<file path="config.mk">
export PLATFORM = sky130hd
export DESIGN_NAME = multi_channel_sync_frame_deframer
export DESIGN_NICKNAME = d
export VERILOG_FILES = /design/src/rtl/mcsfd_pkg.sv /design/src/rtl/multi_channel_sync_frame_deframer.sv
export SDC_FILE = /design/constraint.sdc
export NUM_CORES = 1
export LEC_CHECK = 0
export BUFFER_PORTS_ARGS = -buffer_cell sky130_fd_sc_hd__buf_4
export CORE_MARGIN = 2
export CORE_UTILIZATION = 45
export CTS_CLUSTER_DIAMETER = 80
export CTS_CLUSTER_SIZE = 14
export DETAILED_ROUTE_END_ITERATION = 6
export PLACE_DENSITY_LB_ADDON = 0.08
export SYNTH_ARGS = -nofsm -noshare
export SYNTH_HDL_FRONTEND = slang
export SYNTH_SLANG_ARGS = --single-unit
</file>
<file path="constraint.sdc">
create_clock -name clk -period 8 [get_ports clk]
set_clock_uncertainty 0.05 [all_clocks]
set_input_delay 0.8 -clock clk [delete_from_list [all_inputs] [get_ports clk]]
set_output_delay 0.8 -clock clk [all_outputs]
set_load 0.03 [all_outputs]
</file>
<file path="src/rtl/mcsfd_pkg.sv">
// Shared types and constants of the multi-channel sync-frame deframer.
package mcsfd_pkg;

  // Channel count is tied to the three identifier registers and the 2-bit channel port.
  localparam int CHANNEL_COUNT = 3;
  localparam int IDENT_W       = 11;
  localparam int CHAN_W        = 2;
  localparam int LEN_W         = 16;
  localparam int LEN_EXTRA     = 8;

  // Register indexes on the config port.
  localparam logic [CHAN_W-1:0] CFG_CH0_IDENT = 2'd0;
  localparam logic [CHAN_W-1:0] CFG_CH1_IDENT = 2'd1;
  localparam logic [CHAN_W-1:0] CFG_CH2_IDENT = 2'd2;

  localparam logic [IDENT_W-1:0] CH0_IDENT_RST = 11'h090;
  localparam logic [IDENT_W-1:0] CH1_IDENT_RST = 11'h108;
  localparam logic [IDENT_W-1:0] CH2_IDENT_RST = 11'h7F8;

  // Header 55 AA 55 AA, footer 66 CC 66 CC.
  localparam logic [7:0] SYNC_A = 8'h55;
  localparam logic [7:0] SYNC_B = 8'hAA;
  localparam logic [7:0] TAIL_A = 8'h66;
  localparam logic [7:0] TAIL_B = 8'hCC;

  typedef enum logic [1:0] {
    MODE_IDLE    = 2'd0,
    MODE_COLLECT = 2'd1,
    MODE_DONE    = 2'd2
  } mode_t;

  // Sync tracker progress: number of pattern bytes matched so far.
  typedef enum logic [1:0] {
    PH_NONE  = 2'd0,
    PH_ONE   = 2'd1,
    PH_TWO   = 2'd2,
    PH_THREE = 2'd3
  } phase_t;

endpackage

</file>
<file path="src/rtl/multi_channel_sync_frame_deframer.sv">
// Top level of the multi-channel sync-frame deframer.
//
// Usage:
//   Input channel (in_valid / in_stall): one CAN data byte per transfer with
//   the 11-bit identifier of the CAN frame that carried it. Three identifier
//   registers, written over the cfg_ port (cfg_ready is always high), pick
//   three independent channels; the lowest matching channel wins. A byte on
//   any other identifier is consumed and gives no result.
//   Each channel hunts for a 55 AA 55 AA header, collects body bytes after it
//   and closes the frame on a 66 CC 66 CC footer. Every matched byte gives one
//   result transfer (out_valid / out_stall) reporting the capture and, on the
//   closing byte, frame_done / frame_good with message id and length.
// Throughput: one byte per cycle sustained while out_stall is low. The channel
//   logic sits between the input and output registers, so out_valid rises once
//   the byte leaves the input register; per-channel state closes its
//   read-modify-write per byte, so back-to-back bytes of one channel need no bypass.
// Reset (rst_n low, synchronous): channels go idle with all trackers, indexes,
//   lengths and ids cleared; identifiers return to 0x090, 0x108, 0x7F8.
// Stall: while out_stall holds a result, the input register keeps its byte
//   and in_stall rises only if that register is occupied.
module multi_channel_sync_frame_deframer #(
  parameter int BUFFER_BYTES = 256
) (
  input  logic                              clk,
  input  logic                              rst_n,
  // config write port
  input  logic                              cfg_valid,
  output logic                              cfg_ready,
  input  logic [mcsfd_pkg::CHAN_W-1:0]      cfg_index,
  input  logic [mcsfd_pkg::IDENT_W-1:0]     cfg_data,
  // byte input
  input  logic                              in_valid,
  output logic                              in_stall,
  input  logic [mcsfd_pkg::IDENT_W-1:0]     in_can_ident,
  input  logic [7:0]                        in_data_byte,
  // result output
  output logic                              out_valid,
  input  logic                              out_stall,
  output logic [mcsfd_pkg::CHAN_W-1:0]      out_channel,
  output logic                              out_stored,
  output logic [7:0]                        out_store_index,
  output logic [7:0]                        out_stored_byte,
  output logic                              out_frame_done,
  output logic                              out_frame_good,
  output logic [mcsfd_pkg::LEN_W-1:0]       out_message_id,
  output logic [mcsfd_pkg::LEN_W-1:0]       out_payload_length
);

  // Body index runs 0..BUFFER_BYTES; compares against length+8 need 17 bits.
  localparam int IW = $clog2(BUFFER_BYTES + 1);
  localparam int CW = mcsfd_pkg::LEN_W + 1;
  localparam logic [IW-1:0] IDX_LIMIT = IW'(BUFFER_BYTES);
  localparam int NCH = mcsfd_pkg::CHANNEL_COUNT;

  // identifier registers
  logic [mcsfd_pkg::IDENT_W-1:0] ident_r [NCH];

  // per-channel state
  mcsfd_pkg::phase_t             hphase_r [NCH];
  mcsfd_pkg::phase_t             fphase_r [NCH];
  mcsfd_pkg::mode_t              mode_r   [NCH];
  logic [IW-1:0]                 idx_r    [NCH];
  logic [mcsfd_pkg::LEN_W-1:0]   len_r    [NCH];
  logic [mcsfd_pkg::LEN_W-1:0]   mid_r    [NCH];
  logic [7:0]                    lenlo_r  [NCH];

  // input register
  logic                          s1_valid_r;
  logic [mcsfd_pkg::IDENT_W-1:0] s1_ident_r;
  logic [7:0]                    s1_byte_r;

  // output register
  logic                          out_valid_r;
  logic [mcsfd_pkg::CHAN_W-1:0]  out_channel_r;
  logic                          out_stored_r;
  logic [7:0]                    out_store_index_r;
  logic [7:0]                    out_stored_byte_r;
  logic                          out_frame_done_r;
  logic                          out_frame_good_r;
  logic [mcsfd_pkg::LEN_W-1:0]   out_message_id_r;
  logic [mcsfd_pkg::LEN_W-1:0]   out_payload_length_r;

  // datapath
  logic                          proc;
  logic                          in_accept;
  logic                          hit;
  logic [mcsfd_pkg::CHAN_W-1:0]  sel;
  mcsfd_pkg::phase_t             hphase_nxt;
  mcsfd_pkg::phase_t             fphase_nxt;
  mcsfd_pkg::mode_t              mode_nxt;
  logic [IW-1:0]                 idx_nxt;
  logic [mcsfd_pkg::LEN_W-1:0]   len_nxt;
  logic [mcsfd_pkg::LEN_W-1:0]   mid_nxt;
  logic [7:0]                    lenlo_nxt;
  logic                          stored_nxt;
  logic [7:0]                    sidx_nxt;
  logic [7:0]                    sbyte_nxt;
  logic                          done_nxt;
  logic                          good_nxt;
  logic [CW-1:0]                 len_lim;

  // Byte in the input register moves on whenever the output slot is free.
  assign proc      = s1_valid_r && (!out_valid_r || !out_stall);
  assign in_stall  = s1_valid_r && !proc;
  assign in_accept = in_valid && !in_stall;
  assign cfg_ready = 1'b1;

  // Channel match, lowest index wins.
  always_comb begin
    hit = 1'b0;
    sel = '0;
    for (int i = NCH - 1; i >= 0; i--) begin
      if (ident_r[i] == s1_ident_r) begin
        hit = 1'b1;
        sel = mcsfd_pkg::CHAN_W'(i);
      end
    end
  end

  // One byte through the selected channel: capture, header, footer, report.
  always_comb begin
    hphase_nxt = hphase_r[sel];
    fphase_nxt = fphase_r[sel];
    mode_nxt   = mode_r[sel];
    idx_nxt    = idx_r[sel];
    len_nxt    = len_r[sel];
    mid_nxt    = mid_r[sel];
    lenlo_nxt  = lenlo_r[sel];
    stored_nxt = 1'b0;
    sidx_nxt   = '0;
    sbyte_nxt  = '0;
    done_nxt   = 1'b0;
    good_nxt   = 1'b0;
    len_lim    = '0;

    // body capture
    if (mode_nxt == mcsfd_pkg::MODE_COLLECT) begin
      stored_nxt = 1'b1;
      sidx_nxt   = 8'(idx_nxt);
      sbyte_nxt  = s1_byte_r;
      if (idx_nxt == IW'(0)) begin
        mid_nxt[7:0] = s1_byte_r;
      end else if (idx_nxt == IW'(1)) begin
        mid_nxt[15:8] = s1_byte_r;
      end else if (idx_nxt == IW'(2)) begin
        lenlo_nxt = s1_byte_r;
      end else if (idx_nxt == IW'(3)) begin
        len_nxt = {s1_byte_r, lenlo_nxt};
      end
      idx_nxt = idx_nxt + IW'(1);
      len_lim = {1'b0, len_nxt} + CW'(mcsfd_pkg::LEN_EXTRA);
      if ((CW'(idx_nxt) > len_lim) || (idx_nxt >= IDX_LIMIT)) begin
        mode_nxt = mcsfd_pkg::MODE_IDLE;
      end
    end

    // header tracker; completion restarts collection
    if (s1_byte_r == mcsfd_pkg::SYNC_A) begin
      case (hphase_nxt)
        mcsfd_pkg::PH_NONE: hphase_nxt = mcsfd_pkg::PH_ONE;
        mcsfd_pkg::PH_TWO:  hphase_nxt = mcsfd_pkg::PH_THREE;
        default:            hphase_nxt = mcsfd_pkg::PH_NONE;
      endcase
    end else if (s1_byte_r == mcsfd_pkg::SYNC_B) begin
      case (hphase_nxt)
        mcsfd_pkg::PH_ONE: hphase_nxt = mcsfd_pkg::PH_TWO;
        mcsfd_pkg::PH_THREE: begin
          hphase_nxt = mcsfd_pkg::PH_NONE;
          mode_nxt   = mcsfd_pkg::MODE_COLLECT;
          idx_nxt    = '0;
        end
        default: hphase_nxt = mcsfd_pkg::PH_NONE;
      endcase
    end else begin
      hphase_nxt = mcsfd_pkg::PH_NONE;
    end

    // footer tracker; completion closes a frame under collection
    if (s1_byte_r == mcsfd_pkg::TAIL_A) begin
      case (fphase_nxt)
        mcsfd_pkg::PH_NONE: fphase_nxt = mcsfd_pkg::PH_ONE;
        mcsfd_pkg::PH_TWO:  fphase_nxt = mcsfd_pkg::PH_THREE;
        default:            fphase_nxt = mcsfd_pkg::PH_NONE;
      endcase
    end else if (s1_byte_r == mcsfd_pkg::TAIL_B) begin
      case (fphase_nxt)
        mcsfd_pkg::PH_ONE: fphase_nxt = mcsfd_pkg::PH_TWO;
        mcsfd_pkg::PH_THREE: begin
          fphase_nxt = mcsfd_pkg::PH_NONE;
          if (mode_nxt != mcsfd_pkg::MODE_IDLE) begin
            mode_nxt = mcsfd_pkg::MODE_DONE;
          end
        end
        default: fphase_nxt = mcsfd_pkg::PH_NONE;
      endcase
    end else begin
      fphase_nxt = mcsfd_pkg::PH_NONE;
    end

    // frame report
    if (mode_nxt == mcsfd_pkg::MODE_DONE) begin
      done_nxt = 1'b1;
      good_nxt = (CW'(idx_nxt) == ({1'b0, len_nxt} + CW'(mcsfd_pkg::LEN_EXTRA)));
      mode_nxt = mcsfd_pkg::MODE_IDLE;
    end
  end

  // identifier registers
  always_ff @(posedge clk) begin
    if (!rst_n) begin
      ident_r[0] <= mcsfd_pkg::CH0_IDENT_RST;
      ident_r[1] <= mcsfd_pkg::CH1_IDENT_RST;
      ident_r[2] <= mcsfd_pkg::CH2_IDENT_RST;
    end else if (cfg_valid && cfg_ready) begin
      case (cfg_index)
        mcsfd_pkg::CFG_CH0_IDENT: ident_r[0] <= cfg_data;
        mcsfd_pkg::CFG_CH1_IDENT: ident_r[1] <= cfg_data;
        mcsfd_pkg::CFG_CH2_IDENT: ident_r[2] <= cfg_data;
        default: ;
      endcase
    end
  end

  // per-channel state write-back
  always_ff @(posedge clk) begin
    if (!rst_n) begin
      for (int i = 0; i < NCH; i++) begin
        hphase_r[i] <= mcsfd_pkg::PH_NONE;
        fphase_r[i] <= mcsfd_pkg::PH_NONE;
        mode_r[i]   <= mcsfd_pkg::MODE_IDLE;
        idx_r[i]    <= '0;
        len_r[i]    <= '0;
        mid_r[i]    <= '0;
        lenlo_r[i]  <= '0;
      end
    end else if (proc && hit) begin
      hphase_r[sel] <= hphase_nxt;
      fphase_r[sel] <= fphase_nxt;
      mode_r[sel]   <= mode_nxt;
      idx_r[sel]    <= idx_nxt;
      len_r[sel]    <= len_nxt;
      mid_r[sel]    <= mid_nxt;
      lenlo_r[sel]  <= lenlo_nxt;
    end
  end

  // input register
  always_ff @(posedge clk) begin
    if (!rst_n) begin
      s1_valid_r <= 1'b0;
    end else if (!s1_valid_r || proc) begin
      s1_valid_r <= in_valid;
    end
  end

  always_ff @(posedge clk) begin
    if (in_accept) begin
      s1_ident_r <= in_can_ident;
      s1_byte_r  <= in_data_byte;
    end
  end

  // output register
  always_ff @(posedge clk) begin
    if (!rst_n) begin
      out_valid_r <= 1'b0;
    end else if (proc) begin
      out_valid_r <= hit;
    end else if (!out_stall) begin
      out_valid_r <= 1'b0;
    end
  end

  always_ff @(posedge clk) begin
    if (proc && hit) begin
      out_channel_r        <= sel;
      out_stored_r         <= stored_nxt;
      out_store_index_r    <= sidx_nxt;
      out_stored_byte_r    <= sbyte_nxt;
      out_frame_done_r     <= done_nxt;
      out_frame_good_r     <= good_nxt;
      out_message_id_r     <= done_nxt ? mid_nxt : '0;
      out_payload_length_r <= done_nxt ? len_nxt : '0;
    end
  end

  assign out_valid          = out_valid_r;
  assign out_channel        = out_channel_r;
  assign out_stored         = out_stored_r;
  assign out_store_index    = out_store_index_r;
  assign out_stored_byte    = out_stored_byte_r;
  assign out_frame_done     = out_frame_done_r;
  assign out_frame_good     = out_frame_good_r;
  assign out_message_id     = out_message_id_r;
  assign out_payload_length = out_payload_length_r;

  // ---------------------------------------------------------------------
  // assertions

  // the done mode never survives into stored state
  a_no_stored_done: assert property (@(posedge clk) disable iff (!rst_n)
    (mode_r[0] != mcsfd_pkg::MODE_DONE) && (mode_r[1] != mcsfd_pkg::MODE_DONE) &&
    (mode_r[2] != mcsfd_pkg::MODE_DONE))
    else $error("channel mode stuck in done");

  // a closed frame leaves its channel idle
  a_done_idles: assert property (@(posedge clk) disable iff (!rst_n)
    (proc && hit && done_nxt) |=> (mode_r[$past(sel)] == mcsfd_pkg::MODE_IDLE))
    else $error("channel still collecting after frame done");

  // body index bounded by buffer size
  a_idx_bound: assert property (@(posedge clk) disable iff (!rst_n)
    (idx_r[0] <= IDX_LIMIT) && (idx_r[1] <= IDX_LIMIT) && (idx_r[2] <= IDX_LIMIT))
    else $error("body index beyond buffer");

  // input stalls only while the input register is held
  a_stall_cause: assert property (@(posedge clk) disable iff (!rst_n)
    in_stall |-> (s1_valid_r && out_valid_r && out_stall))
    else $error("input stalled without a held result");

  // results only name existing channels
  a_chan_range: assert property (@(posedge clk) disable iff (!rst_n)
    out_valid_r |-> (out_channel_r < mcsfd_pkg::CHAN_W'(NCH)))
    else $error("result on a nonexistent channel");

endmodule

</file>
==> results.cfg <==
[status]
status = completed

[global_route]
grt_max_degree = 57
grt.total_usage = 0.2255
antenna_found_initial = 0
grt_pass1_wl_mm = 52.87
grt.overflow.total = 0
grt_pass1_vias = 9159

[floorplan]
die_y_um = 174.2
fp.dieArea_sq_um = 30360
core_sq_um = 28630
ios = 93
dieWidth_um = 174.2
start_util = 0.4556
placementRows = 62

[sta]
period_needed_ns = 7.325
hold_viol = 0
min_period_over_period = 0.9156
layout_setup_ws_ns = 0.6750
fmax_mhz = 136.5
rsz0062_at_grt = no
drv_slew = 0
slew_headroom = 0.3422
tightest_slew_ns = 0.9822
finalSetupViolations = 0
fin_setup_tns_ns = 0

[synthesis]
synth.avg_cell_area_sq_um = 11.59
netlist_area_sq_um = 13040
ys_ff_latch = 272
synth_cell_type_count = 68
synth_ff_type = edfxtp_1
synth-edff-count = 270
syn_nets = 1177
yosysSeqAreaShare = 0.6247
synthArstFlopShare = 0
syn_inst = 1125
ys_warn_count = 0

[worst_setup_path]
cp-start-kind = flip-flop
r2r_cells = 26
end_kind = flip-flop
r2r_end = out_frame_good
critPathCapture = out_frame_good
critPathLaunch = s1_ident_r[4]
crit_fanout = 17
reg2reg_from = s1_ident_r[4]
ff2ff_setup_slack_ns = 0.67
cp.required_ns = 8.30
crit_arrival_ns = 7.62
critPathKind = reg -> reg

[placed_design]
dp_slack_ns = 0.8187
dpl-instance-area_sq_um = 14250
dp_hpwl_mm = 21.61
io_buffers = 91
gp_congestion = 0.8913
dp_cells = 1564

[clock_network]
clock-root-buffer = clkbuf_16
clkTransAtPathRegs_ns = 0.07
clock-sinks = 272
cts_buffer_depth = 3
cts_hold_buf = 0
post_cts_resized = 0
htreeDepth = 1
clock_latency_ns = 0.54
cts_tree = done
post-cts-setup-buffers = 0
numCtsBuffers = 23

[finish]
finalNonFillerCells = 1598
drive_gt1_frac = 0.1557
mostFrequentLayoutCell = edfxtp_1
area_growth_pct = 14.13
postLayoutCoreUtil = 0.5200
final_nets = 1257
num_antenna_cells = 0
final_cell_mix = edfxtp_1 (270), nor2_1 (259), buf_4 (129)
postLayoutCellArea_sq_um = 14890
fillCellCount = 2523

[drt]
firstDrtPassIters = 5
viasPerCell = 5.673
post_drt_wl_per_cell_um = 21.29
first_iter_violations = 667
antenna_left = 0
drc = 0
wl_mm = 34.02
vias = 9065

[min_path]
min_path_type = in -> reg

[pwr]
power_density_nw_per_um2 = 191.8
p_leak_nw = 5.518
irDropWorstVdd_v = 0.0001563

[job]
drv_cap = 0
-- critical path, stage by stage, from the launching register on --
cell and delay (ns):
edfxtp_1 0.44, xnor2_1 0.22, nand4_1 0.46, nor3_2 0.31
buf_4 0.22, o21ai_1 0.26, a222oi_1 0.44, buf_4 0.20
inv_1 0.10, ha_1 0.24, nor4b_1 0.53, and3_1 0.74
nand2_1 0.14, o21ai_0 0.17, ha_1 0.35, o21ai_0 0.14
a22o_1 0.20, ha_1 0.27, nand2_1 0.06, nor3_1 0.24
o21bai_1 0.15, o31a_1 0.17, o311ai_0 0.19, o31ai_1 0.25
nand2_1 0.11, buf_4 0.22, a2111oi_2 0.24
-- flip-flops by register name (all words and copies together), names as in the netlist --
| register | cells |
|---|---|
| out_stored_byte | 8 |
| out_store_index | 8 |
| hphase_r | 6 |
| out_channel | 2 |
| mode_r | 6 |
| out_payload_length | 16 |
| out_frame_good | 1 |
| mid_r | 48 |
| s1_ident_r | 11 |
| out_frame_done | 1 |
| ident_r | 33 |
| out_valid | 1 |
| fphase_r | 6 |
| out_message_id | 16 |
| lenlo_r | 24 |
| s1_byte_r | 8 |
| out_stored | 1 |
| len_r | 48 |
| idx_r | 27 |
| s1_valid_r | 1 |
-- through the flow --
stage | power (mW) | hold slack [ns]
floorplan | 1.776 | 0.4368
global placement | 1.851 | 0.5432
detailed placement | 1.854 | 0.5411
CTS | 2.877 | 0.3667
global route | 2.946 | 0.3691
finish | 2.855 | 0.3851
-- logic make-up after synthesis --
group,synth area share
buffers and inverters,0.03482
adders and majority gates,0.01439
and+or+nand+nor,0.1681
other,0.0002875
AOI/OAI and AO/OA,0.07799
xor gates and xnor gates,0.03933
muxes,0.04039
DFF,0.6247
-- layout make-up --
cell class,count,area [sq um],share of cell area
clock buffer,32,609.3,0.04093
clock inverter,2,28.78,0.001933
inverter,41,153.9,0.01034
multi-input combinational,738,4497,0.3021
sequential,272,8148,0.5474
tap,384,480.5,0.03228
timing repair buffer,129,968.4,0.06506
-- report_power, final --
group | leakage [nW] | switching (mW) | internal, mW
logic | 2.48 | 0.112 | 0.0670
registers | 2.73 | 0.0298 | 1.61
clock network | 0.308 | 0.502 | 0.532
-- how the worst min path moves through the flow --
stage / from / end / slack (ns) / depth (start not counted)
floorplan: s1_valid_r / out_valid / 0.44 / 2
global placement: s1_valid_r / out_valid / 0.54 / 2
detailed placement: out_valid / out_valid / 0.54 / 2
CTS: in_can_ident[3] / s1_ident_r[3] / 0.37 / 1
global route: in_data_byte[5] / s1_byte_r[5] / 0.37 / 1
finish: in_can_ident[3] / s1_ident_r[3] / 0.39 / 1
-- metal layers --
| metal | vias to the layer above | track usage | routed length [um] |
|---|---|---|---|
| met5 | - | 0 | 0 |
| met4 | 0 | 0.07108 | 1073 |
| met3 | 63 | 0.03543 | 1841 |
| met2 | 282 | 0.3740 | 16180 |
| met1 | 4479 | 0.3057 | 14930 |
| li1 | 4241 | - | - |
-- cell usage after synthesis, types with 7 or more instances --
| master | instances | area (sq um) |
|---|---|---|
| nand4_1 | 14 | 87.58 |
| edfxtp_1 | 270 | 8108 |
| and3_1 | 10 | 62.56 |
| o21a_1 | 7 | 52.55 |
| o21ai_0 | 10 | 50.05 |
| nor2_1 | 259 | 972.2 |
| mux2i_1 | 40 | 400.4 |
| inv_1 | 38 | 142.6 |
| nand2b_1 | 13 | 81.33 |
| nor3_1 | 19 | 95.09 |
| a211oi_1 | 17 | 127.6 |
| a222oi_1 | 10 | 100.1 |
| nand2_1 | 47 | 176.4 |
| and2_1 | 24 | 150.1 |
| nor4_1 | 25 | 156.4 |
| mux2_2 | 8 | 90.09 |
| nand3_1 | 18 | 90.09 |
| a21oi_1 | 32 | 160.2 |
| ha_1 | 15 | 187.7 |
| xor2_1 | 16 | 140.1 |
| a31oi_1 | 24 | 150.1 |
| and4_1 | 7 | 61.31 |
| xnor2_1 | 40 | 350.3 |
| clkbuf_1 | 57 | 214.0 |
| buf_1 | 8 | 30.03 |
| o22ai_1 | 15 | 93.84 |
Power figures use the tool's default switching activity.
